### src/hw/rtl/dkq_pkg.sv
package dkq_pkg;

    // Field widths of the request and response beats.
    localparam int CMD_W    = 2;
    localparam int DAY_W    = 5;
    localparam int MONTH_W  = 4;
    localparam int KEY_W    = 14;
    localparam int STATUS_W = 3;
    localparam int REC_W    = 8;
    localparam int SLOT_W   = 4;

    // The record counter is one bit wider than a stored record number.
    localparam int CNT_W = 9;

    // Default sizes of the table.
    localparam int TABLE_SIZE_DEF  = 16;
    localparam int MAX_RECORDS_DEF = 256;

    // Command codes.
    localparam logic [CMD_W-1:0] CMD_CLEAR  = 2'd0;
    localparam logic [CMD_W-1:0] CMD_INSERT = 2'd1;
    localparam logic [CMD_W-1:0] CMD_SEARCH = 2'd2;

    // Status codes.
    localparam logic [STATUS_W-1:0] STAT_OK        = 3'd0;
    localparam logic [STATUS_W-1:0] STAT_FOUND     = 3'd1;
    localparam logic [STATUS_W-1:0] STAT_NOT_FOUND = 3'd2;
    localparam logic [STATUS_W-1:0] STAT_NO_SLOT   = 3'd3;
    localparam logic [STATUS_W-1:0] STAT_LIMIT     = 3'd4;

    // One slot of the table as it sits in memory.
    typedef struct packed {
        logic             used;
        logic [KEY_W-1:0] key;
        logic [REC_W-1:0] rec;
    } slot_t;

    // Controller states.
    typedef enum logic [2:0] {
        ST_IDLE,
        ST_MOD,
        ST_PROBE,
        ST_WIPE,
        ST_RESP
    } state_t;

endpackage

### src/hw/rtl/dkq_ram.sv
module dkq_ram #(
    parameter int WIDTH = 8,
    parameter int DEPTH = 16
) (
    input  logic                     clk,
    input  logic                     we,
    input  logic [$clog2(DEPTH)-1:0] waddr,
    input  logic [WIDTH-1:0]         wdata,
    input  logic [$clog2(DEPTH)-1:0] raddr,
    output logic [WIDTH-1:0]         rdata
);

    logic [WIDTH-1:0] ram_reg [DEPTH];
    logic [WIDTH-1:0] rdata_reg;

    // One write port, one read port with registered data.
    always_ff @(posedge clk)
    begin
        if (we)
        begin
            ram_reg[waddr] <= wdata;
        end
        rdata_reg <= ram_reg[raddr];
    end

    assign rdata = rdata_reg;

endmodule

### src/hw/rtl/date_key_quadratic_probe_table.sv
// Channel   Direction  Handshake              Payload
// req       in         req_valid / req_ready  command, day, month, year
// rsp       out        rsp_valid / rsp_ready  status, record_number, slot_index
//
// One request at a time. Insert and search run a two-step key mod TABLE_SIZE by
// reciprocal multiplication, then one slot read per cycle from the single-port-read
// table memory. Clear writes every slot; an insert at the record limit or an unused
// command goes straight to the response.
// After reset a clearing pass over all TABLE_SIZE slots runs before the first request.
// A waiting response does not block acceptance of the next request.
module date_key_quadratic_probe_table #(
    parameter int TABLE_SIZE  = dkq_pkg::TABLE_SIZE_DEF,
    parameter int MAX_RECORDS = dkq_pkg::MAX_RECORDS_DEF
) (
    input  logic                          clk,
    input  logic                          rst_n,
    input  logic                          req_valid,
    output logic                          req_ready,
    input  logic [dkq_pkg::CMD_W-1:0]     command,
    input  logic [dkq_pkg::DAY_W-1:0]     day,
    input  logic [dkq_pkg::MONTH_W-1:0]   month,
    input  logic [dkq_pkg::KEY_W-1:0]     year,
    output logic                          rsp_valid,
    input  logic                          rsp_ready,
    output logic [dkq_pkg::STATUS_W-1:0]  status,
    output logic [dkq_pkg::REC_W-1:0]     record_number,
    output logic [dkq_pkg::SLOT_W-1:0]    slot_index
);

    import dkq_pkg::*;

    localparam int IDX_W   = $clog2(TABLE_SIZE);
    localparam int SUM_W   = IDX_W + 1;
    localparam logic [SUM_W-1:0] N_S = SUM_W'(TABLE_SIZE);

    // Reciprocal of the table size, exact for every key of KEY_W bits.
    localparam int MUL_S   = KEY_W + IDX_W;
    localparam int PROD_W  = 2 * KEY_W + 1;
    localparam int RECIP_I = ((1 << MUL_S) + TABLE_SIZE - 1) / TABLE_SIZE;
    localparam logic [PROD_W-1:0] RECIP_P = PROD_W'(RECIP_I);
    localparam logic [KEY_W-1:0]  N_K     = KEY_W'(TABLE_SIZE);

    state_t state_reg, state_next;

    logic                req_acc;
    logic [KEY_W-1:0]    key_sum;
    logic                srch_reg, srch_next;
    logic [KEY_W-1:0]    key_reg, key_next;
    logic [KEY_W-1:0]    quo_reg, quo_next;
    logic                mod_cnt_reg, mod_cnt_next;
    logic [IDX_W-1:0]    rem_reg, rem_next;
    logic [IDX_W-1:0]    off_reg, off_next;
    logic [IDX_W-1:0]    delta_reg, delta_next;
    logic [SUM_W-1:0]    pcnt_reg, pcnt_next;
    logic                rd_pend_reg, rd_pend_next;
    logic [IDX_W-1:0]    rd_slot_reg, rd_slot_next;
    logic [IDX_W-1:0]    wipe_cnt_reg, wipe_cnt_next;
    logic                wipe_reply_reg, wipe_reply_next;
    logic [CNT_W-1:0]    next_rec_reg, next_rec_next;
    logic [STATUS_W-1:0] res_status_reg, res_status_next;
    logic [REC_W-1:0]    res_rec_reg, res_rec_next;
    logic [IDX_W-1:0]    res_slot_reg, res_slot_next;
    logic                rsp_valid_reg;
    logic [STATUS_W-1:0] status_reg;
    logic [REC_W-1:0]    record_number_reg;
    logic [SLOT_W-1:0]   slot_index_reg;

    logic                ram_we;
    logic [IDX_W-1:0]    ram_waddr;
    slot_t               ram_wdata;
    slot_t               rd_word;

    logic                at_limit;
    logic                slot_empty;
    logic                key_hit;
    logic                probe_stop;
    logic                probe_fail;
    logic                issue;
    logic                wipe_last;
    logic                rsp_load;
    logic [SUM_W-1:0]    slot_sum;
    logic [IDX_W-1:0]    probe_slot;
    logic [SUM_W-1:0]    off_sum;
    logic [SUM_W-1:0]    delta_sum;
    logic [PROD_W-1:0]   quo_prod;
    logic [KEY_W-1:0]    quo_new;
    logic [KEY_W-1:0]    rem_full;
    logic [IDX_W-1:0]    rem_new;

    // Table memory: used flag, key and record number per slot.
    dkq_ram #(
        .WIDTH ($bits(slot_t)),
        .DEPTH (TABLE_SIZE)
    ) u_table (
        .clk   (clk),
        .we    (ram_we),
        .waddr (ram_waddr),
        .wdata (ram_wdata),
        .raddr (probe_slot),
        .rdata (rd_word)
    );

    assign req_acc  = req_valid && req_ready;
    assign key_sum  = KEY_W'(day) + KEY_W'(month) + year;
    assign at_limit = (next_rec_reg >= CNT_W'(MAX_RECORDS));

    // Key mod table size: the quotient is registered first, then the remainder from it.
    assign quo_prod = PROD_W'(key_reg) * RECIP_P;
    assign quo_new  = KEY_W'(quo_prod >> MUL_S);
    assign rem_full = key_reg - quo_reg * N_K;
    assign rem_new  = IDX_W'(rem_full);

    // Probe address: base plus squared offset, both already below the table size.
    assign slot_sum   = {1'b0, rem_reg} + {1'b0, off_reg};
    assign probe_slot = (slot_sum >= N_S) ? IDX_W'(slot_sum - N_S) : IDX_W'(slot_sum);

    // The squared offset advances by 2p+1, kept modulo the table size.
    assign off_sum   = {1'b0, off_reg} + {1'b0, delta_reg};
    assign delta_sum = {1'b0, delta_reg} + SUM_W'(2);

    // Evaluation of the slot read in the previous cycle.
    assign slot_empty = !rd_word.used;
    assign key_hit    = (rd_word.key == key_reg);
    assign probe_stop = rd_pend_reg && (slot_empty || (srch_reg && key_hit));
    assign probe_fail = rd_pend_reg && !probe_stop && (pcnt_reg == N_S);
    assign issue      = (state_reg == ST_PROBE) && !probe_stop && (pcnt_reg != N_S);

    assign wipe_last = (wipe_cnt_reg == IDX_W'(TABLE_SIZE - 1));
    assign rsp_load  = (state_reg == ST_RESP) && (!rsp_valid_reg || rsp_ready);

    // Next state.
    always_comb
    begin
        state_next = state_reg;
        unique case (state_reg)
            ST_IDLE:
            begin
                if (req_valid)
                begin
                    unique case (command)
                        CMD_CLEAR:  state_next = ST_WIPE;
                        CMD_INSERT: state_next = at_limit ? ST_RESP : ST_MOD;
                        CMD_SEARCH: state_next = ST_MOD;
                        default:    state_next = ST_RESP;
                    endcase
                end
            end
            ST_MOD:
            begin
                if (mod_cnt_reg)
                begin
                    state_next = ST_PROBE;
                end
            end
            ST_PROBE:
            begin
                if (probe_stop || probe_fail)
                begin
                    state_next = ST_RESP;
                end
            end
            ST_WIPE:
            begin
                if (wipe_last)
                begin
                    state_next = wipe_reply_reg ? ST_RESP : ST_IDLE;
                end
            end
            ST_RESP:
            begin
                if (!rsp_valid_reg || rsp_ready)
                begin
                    state_next = ST_IDLE;
                end
            end
            default: state_next = ST_IDLE;
        endcase
    end

    // Handshake and memory write controls.
    always_comb
    begin
        req_ready = 1'b0;
        ram_we    = 1'b0;
        ram_waddr = rd_slot_reg;
        ram_wdata = '0;
        unique case (state_reg)
            ST_IDLE:
            begin
                req_ready = 1'b1;
            end
            ST_WIPE:
            begin
                ram_we    = 1'b1;
                ram_waddr = wipe_cnt_reg;
            end
            ST_PROBE:
            begin
                ram_we         = probe_stop && slot_empty && !srch_reg;
                ram_wdata.used = 1'b1;
                ram_wdata.key  = key_reg;
                ram_wdata.rec  = next_rec_reg[REC_W-1:0];
            end
            default:
            begin
                ram_we = 1'b0;
            end
        endcase
    end

    // Datapath next values.
    always_comb
    begin
        srch_next       = srch_reg;
        key_next        = key_reg;
        quo_next        = quo_reg;
        mod_cnt_next    = mod_cnt_reg;
        rem_next        = rem_reg;
        off_next        = off_reg;
        delta_next      = delta_reg;
        pcnt_next       = pcnt_reg;
        rd_pend_next    = 1'b0;
        rd_slot_next    = rd_slot_reg;
        wipe_cnt_next   = wipe_cnt_reg;
        wipe_reply_next = wipe_reply_reg;
        next_rec_next   = next_rec_reg;
        res_status_next = res_status_reg;
        res_rec_next    = res_rec_reg;
        res_slot_next   = res_slot_reg;

        case (state_reg)
            ST_IDLE:
            begin
                if (req_acc)
                begin
                    srch_next       = (command == CMD_SEARCH);
                    key_next        = key_sum;
                    mod_cnt_next    = 1'b0;
                    rem_next        = '0;
                    off_next        = '0;
                    delta_next      = IDX_W'(1);
                    pcnt_next       = '0;
                    res_rec_next    = '0;
                    res_slot_next   = '0;
                    res_status_next = STAT_NOT_FOUND;
                    unique case (command)
                        CMD_CLEAR:
                        begin
                            wipe_cnt_next   = '0;
                            wipe_reply_next = 1'b1;
                            next_rec_next   = '0;
                            res_status_next = STAT_OK;
                        end
                        CMD_INSERT:
                        begin
                            res_status_next = STAT_LIMIT;
                        end
                        CMD_SEARCH:
                        begin
                            res_status_next = STAT_NOT_FOUND;
                        end
                        default:
                        begin
                            res_status_next = STAT_NOT_FOUND;
                        end
                    endcase
                end
            end
            ST_MOD:
            begin
                if (mod_cnt_reg)
                begin
                    rem_next = rem_new;
                end
                else
                begin
                    quo_next = quo_new;
                end
                mod_cnt_next = !mod_cnt_reg;
            end
            ST_PROBE:
            begin
                rd_pend_next = issue;
                if (issue)
                begin
                    rd_slot_next = probe_slot;
                    off_next     = (off_sum >= N_S) ? IDX_W'(off_sum - N_S) : IDX_W'(off_sum);
                    delta_next   = (delta_sum >= N_S) ? IDX_W'(delta_sum - N_S)
                                                      : IDX_W'(delta_sum);
                    pcnt_next    = pcnt_reg + SUM_W'(1);
                end
                if (probe_stop)
                begin
                    if (srch_reg && !slot_empty)
                    begin
                        res_status_next = STAT_FOUND;
                        res_rec_next    = rd_word.rec;
                        res_slot_next   = rd_slot_reg;
                    end
                    else if (srch_reg)
                    begin
                        res_status_next = STAT_NOT_FOUND;
                    end
                    else
                    begin
                        res_status_next = STAT_OK;
                        res_rec_next    = next_rec_reg[REC_W-1:0];
                        res_slot_next   = rd_slot_reg;
                        next_rec_next   = next_rec_reg + CNT_W'(1);
                    end
                end
                else if (probe_fail)
                begin
                    res_status_next = srch_reg ? STAT_NOT_FOUND : STAT_NO_SLOT;
                end
            end
            ST_WIPE:
            begin
                wipe_cnt_next = wipe_cnt_reg + IDX_W'(1);
            end
            default:
            begin
                rd_pend_next = 1'b0;
            end
        endcase
    end

    // Control registers.
    always_ff @(posedge clk or negedge rst_n)
    begin
        if (!rst_n)
        begin
            state_reg      <= ST_WIPE;
            mod_cnt_reg    <= 1'b0;
            pcnt_reg       <= '0;
            rd_pend_reg    <= 1'b0;
            wipe_cnt_reg   <= '0;
            wipe_reply_reg <= 1'b0;
            next_rec_reg   <= '0;
            rsp_valid_reg  <= 1'b0;
        end
        else
        begin
            state_reg      <= state_next;
            mod_cnt_reg    <= mod_cnt_next;
            pcnt_reg       <= pcnt_next;
            rd_pend_reg    <= rd_pend_next;
            wipe_cnt_reg   <= wipe_cnt_next;
            wipe_reply_reg <= wipe_reply_next;
            next_rec_reg   <= next_rec_next;
            if (rsp_load)
            begin
                rsp_valid_reg <= 1'b1;
            end
            else if (rsp_ready)
            begin
                rsp_valid_reg <= 1'b0;
            end
        end
    end

    // Payload registers.
    always_ff @(posedge clk)
    begin
        srch_reg       <= srch_next;
        key_reg        <= key_next;
        quo_reg        <= quo_next;
        rem_reg        <= rem_next;
        off_reg        <= off_next;
        delta_reg      <= delta_next;
        rd_slot_reg    <= rd_slot_next;
        res_status_reg <= res_status_next;
        res_rec_reg    <= res_rec_next;
        res_slot_reg   <= res_slot_next;
        if (rsp_load)
        begin
            status_reg        <= res_status_reg;
            record_number_reg <= res_rec_reg;
            slot_index_reg    <= SLOT_W'(res_slot_reg);
        end
    end

    assign rsp_valid     = rsp_valid_reg;
    assign status        = status_reg;
    assign record_number = record_number_reg;
    assign slot_index    = slot_index_reg;

`ifndef NO_ASSERTIONS
    // The table is written only by the clearing pass or at the end of an insert.
    a_write_state: assert property (@(posedge clk) disable iff (!rst_n)
        ram_we |-> (state_reg == ST_WIPE || state_reg == ST_PROBE))
        else $error("table write outside clear or probe");

    // The record counter never passes the record limit.
    a_rec_limit: assert property (@(posedge clk) disable iff (!rst_n)
        next_rec_reg <= CNT_W'(MAX_RECORDS))
        else $error("record counter beyond limit");

    // Hash base and probe offset stay inside the table while probing.
    a_probe_range: assert property (@(posedge clk) disable iff (!rst_n)
        (state_reg == ST_PROBE) |-> ({1'b0, rem_reg} < N_S && {1'b0, off_reg} < N_S))
        else $error("probe address term out of range");

    // A response appears only after the response state.
    a_rsp_source: assert property (@(posedge clk) disable iff (!rst_n)
        $rose(rsp_valid_reg) |-> ($past(state_reg) == ST_RESP))
        else $error("response raised outside response state");

    // No more probes are issued than the table has slots.
    a_probe_count: assert property (@(posedge clk) disable iff (!rst_n)
        pcnt_reg <= N_S)
        else $error("probe count beyond table size");
`endif

endmodule

### config.mk
export PLATFORM = sky130hd
export DESIGN_NAME = date_key_quadratic_probe_table
export DESIGN_NICKNAME = d
export VERILOG_FILES = /design/src/hw/rtl/dkq_pkg.sv /design/src/hw/rtl/dkq_ram.sv /design/src/hw/rtl/date_key_quadratic_probe_table.sv
export SDC_FILE = /design/constraint.sdc
export NUM_CORES = 1
export LEC_CHECK = 0
export BUFFER_PORTS_ARGS = -buffer_cell sky130_fd_sc_hd__buf_2
export CORE_MARGIN = 2
export CORE_UTILIZATION = 65
export DETAILED_ROUTE_END_ITERATION = 7
export GPL_TIMING_DRIVEN = 0
export PLACE_DENSITY = 0.82
export SLEW_MARGIN = 10
export SYNTH_ARGS = -nofsm -noshare
export SYNTH_HDL_FRONTEND = slang
export SYNTH_SLANG_ARGS = --single-unit
### constraint.sdc
create_clock -name clk -period 6.2 [get_ports clk]
set_clock_uncertainty 0.05 [all_clocks]
set_input_delay 0.31 -clock clk [delete_from_list [all_inputs] [get_ports clk]]
set_output_delay 0.31 -clock clk [all_outputs]
set_load 0.1 [all_outputs]
==> results_dict.tcl <==
set metrics [dict create \
    grt_pass1_vias 11009 \
    place_congestion 0.864 \
    use_met3 0.0446 \
    rows 62 \
    synth-main-ff-cell "edfxtp_1" \
    arrival_ns 3.84 \
    synth_cell_types 52 \
    p_leak_nw 7.77 \
    use_met1 0.398 \
    synth_area_sq_um 19200 \
    placement.io_buffers 45 \
    grt_max_degree 26 \
    die_w_um 176 \
    cts.path.max_buffers 3 \
    cts_max_level 2 \
    drtIter0Drc 1525 \
    clk_latency_ns 0.57 \
    setup_slack_ns 2.56 \
    area_growth_pct 14.4 \
    async_reset_ff_frac 0.0525 \
    avgRoutedWirePerCell_um 28.7 \
    fillers 1527 \
    path_class "reg2reg" \
    die-area_sq_um 30900 \
    fmax_mhz 274 \
    final_common_cell "edfxtp_1" \
    cts_made_buffers 45 \
    grt_pass1_wl_mm 67.8 \
    rsz0062_at_grt "false" \
    grt_usage 0.304 \
    antenna_cells 0 \
    worstPathRequired_ns 6.40 \
    hold_viol_final 0 \
    busiest_layer "met2" \
    final_cell_mix "edfxtp_1, mux4_2, buf_2, clkbuf_16" \
    viasPerCell 6.77 \
    setup_viol 0 \
    dr_total_vias 10751 \
    final_nets 1218 \
    synth_area_leaders "edfxtp_1, mux4_2, dfrtp_1, dfxtp_1, mux2i_1" \
    hpwl_mm 29.0 \
    hp-class "in2reg" \
    wl_mm 45.5 \
    timing.critical_path.from_type "flip-flop" \
    crit_path_max_fanout 13 \
    critPathSlowestCell "a21oi_4" \
    seq_area_sq_um 13900 \
    clock_sinks 476 \
    finalMaxSlewViolations 0 \
    cts_tree "yes" \
    die_height_um 176 \
    powerDensity_nw_per_um2 536 \
    final.min_clock_period_ns 3.64 \
    worst_pin_slew_ns 1.27 \
    drt-pass1-iter-count 6 \
    relSlewSlack 0.152 \
    post_cts_resized 0 \
    drtAntennaViolNets 0 \
    ys_seq_area_frac 0.727 \
    crit_chain "xor2_1 > nor4_1 > and4_1 > buf_6 > o2111ai_1 > a21oi_4 > buf_8" \
    cts_root_buffer "clkbuf_16" \
    syn_nets 1107 \
    end_kind "flip-flop" \
    min_period_over_period 0.588 \
    io_pins 46 \
    critPathMaxStageDelay_ns 0.75 \
    pre_cts_slack_ns 2.66 \
    met2_usage 0.513 \
    synth-seq-cells 476 \
    multi_input_area_sq_um 5040 \
    drive_gt1_frac 0.222 \
    synth_top_area_frac 0.671 \
    yosys_warnings 0 \
    start_util 0.664 \
    syn_inst 1055 \
    largest_reg_flops 368 \
    drc_errors 0 \
    yosysTopAreaCell "edfxtp_1" \
    synth-edff-count 428 \
    vdd_drop_max_mv 0.384 \
    avgSynthCellArea_sq_um 18.2 \
    grt-ovfl-total 0 \
    antenna_found_initial 1 \
    fin_tns_setup_ns 0 \
    max_cap_viol_count 0 \
    outcome "completed" \
    core_area_sq_um 28900 \
    path_clk_slew_ns 0.06 \
]
[Yosys cell counts, types with 3 or more instances]
cell       count
nor4_1         4
buf_1          4
nor3_1         7
o21ai_0       15
nor3b_1        4
nand3_1       23
a21boi_0       3
xor2_1        16
xnor2_1       16
a21oi_1       57
and3_1        32
dfxtp_1       23
nor2b_1       29
edfxtp_1     428
inv_1         27
buf_2         14
nand2_1       39
mux4_2        92
dfrtp_1       23
ha_1          16
fa_1           7
nand2b_1      10
o2111ai_1      5
buf_6          3
a31oi_1        6
nor2_1        25
mux2i_1       34
and2_1         3
a211oi_1      27
buf_4          7
clkbuf_1      23
a21o_1         3
nand4_1        4
[routing by layer]
metal  vias up  wire, um
li1       4423         -
met1      5417     16300
met2       766     23200
met3       143      3890
met4         2      2040
met5         -        11
[logic make-up after synthesis]
group / Yosys count / share of synthesized area
AOI/OAI and AO/OA: 128 / 0.0412
xor gates and xnor gates: 32 / 0.0146
adders and majority gates: 23 / 0.0178
buffers and inverters: 78 / 0.0187
DFF: 476 / 0.727
muxes: 127 / 0.126
and+or+nand+nor: 191 / 0.0537
[worst paths after layout]
check	depth (start not counted)	slack, ns	endpoint	from
min	2	0.03	key_reg[12]	year[12]
max	7	2.56	u_table.ram_reg[10][6]	key_reg[0]
min in group asynchronous	2	0.27	next_rec_reg[8]	rst_n
max in group asynchronous	2	5.42	pcnt_reg[3]	rst_n
min reg2reg	0	0.37	record_number[7]	res_rec_reg[7]
max reg2reg	7	2.56	u_table.ram_reg[10][6]	key_reg[0]
[cell type report]
type | instances | area share
inverter | 27 | 0.00462
clock buffer | 69 | 0.0587
multi-input combinational | 501 | 0.230
buffer | 51 | 0.0118
timing repair buffer | 64 | 0.0311
tap | 384 | 0.0219
clock inverter | 15 | 0.00582
sequential | 476 | 0.636
[critical path: cells and delay by family (launching register included)]
family | cells | cell delay (ns)
AOI/OAI and AO/OA | 2 | 1.22
and+or+nand+nor | 2 | 0.81
DFF | 1 | 0.54
buffers and inverters | 2 | 0.43
xor gates and xnor gates | 1 | 0.26
[through the flow]
stage / power (W) / instance area (sq um) / instances / utilization / hold slack (ns)
2_1_floorplan: 0.00745 / 19200 / 1055 / - / -0.0356
3_5_place_dp: 0.00900 / 20500 / 1501 / 0.710 / 0.305
6_report: 0.0117 / 21900 / 1587 / 0.760 / 0.0272
3_3_place_gp: 0.00873 / 19900 / 1484 / 0.689 / 0.299
4_1_cts: 0.0117 / 21900 / 1587 / 0.760 / 0.0183
5_1_grt: 0.0121 / 21900 / 1587 / 0.760 / 0.0285
[power by group]
part	internal, W	leakage (nW)	switching (W)	total (W)
combinational	0.00180	2.41	0.00307	0.00487
clock	0.00149	0.698	0.00116	0.00265
sequential	0.00402	4.66	0.000202	0.00423
[timing repair]
item                                   in CTS  in global routing
setup buffers                               0                  0
hold buffers                                2                  0
endpoints found under the hold margin      24                  0
(Power assumes the default switching activity.)
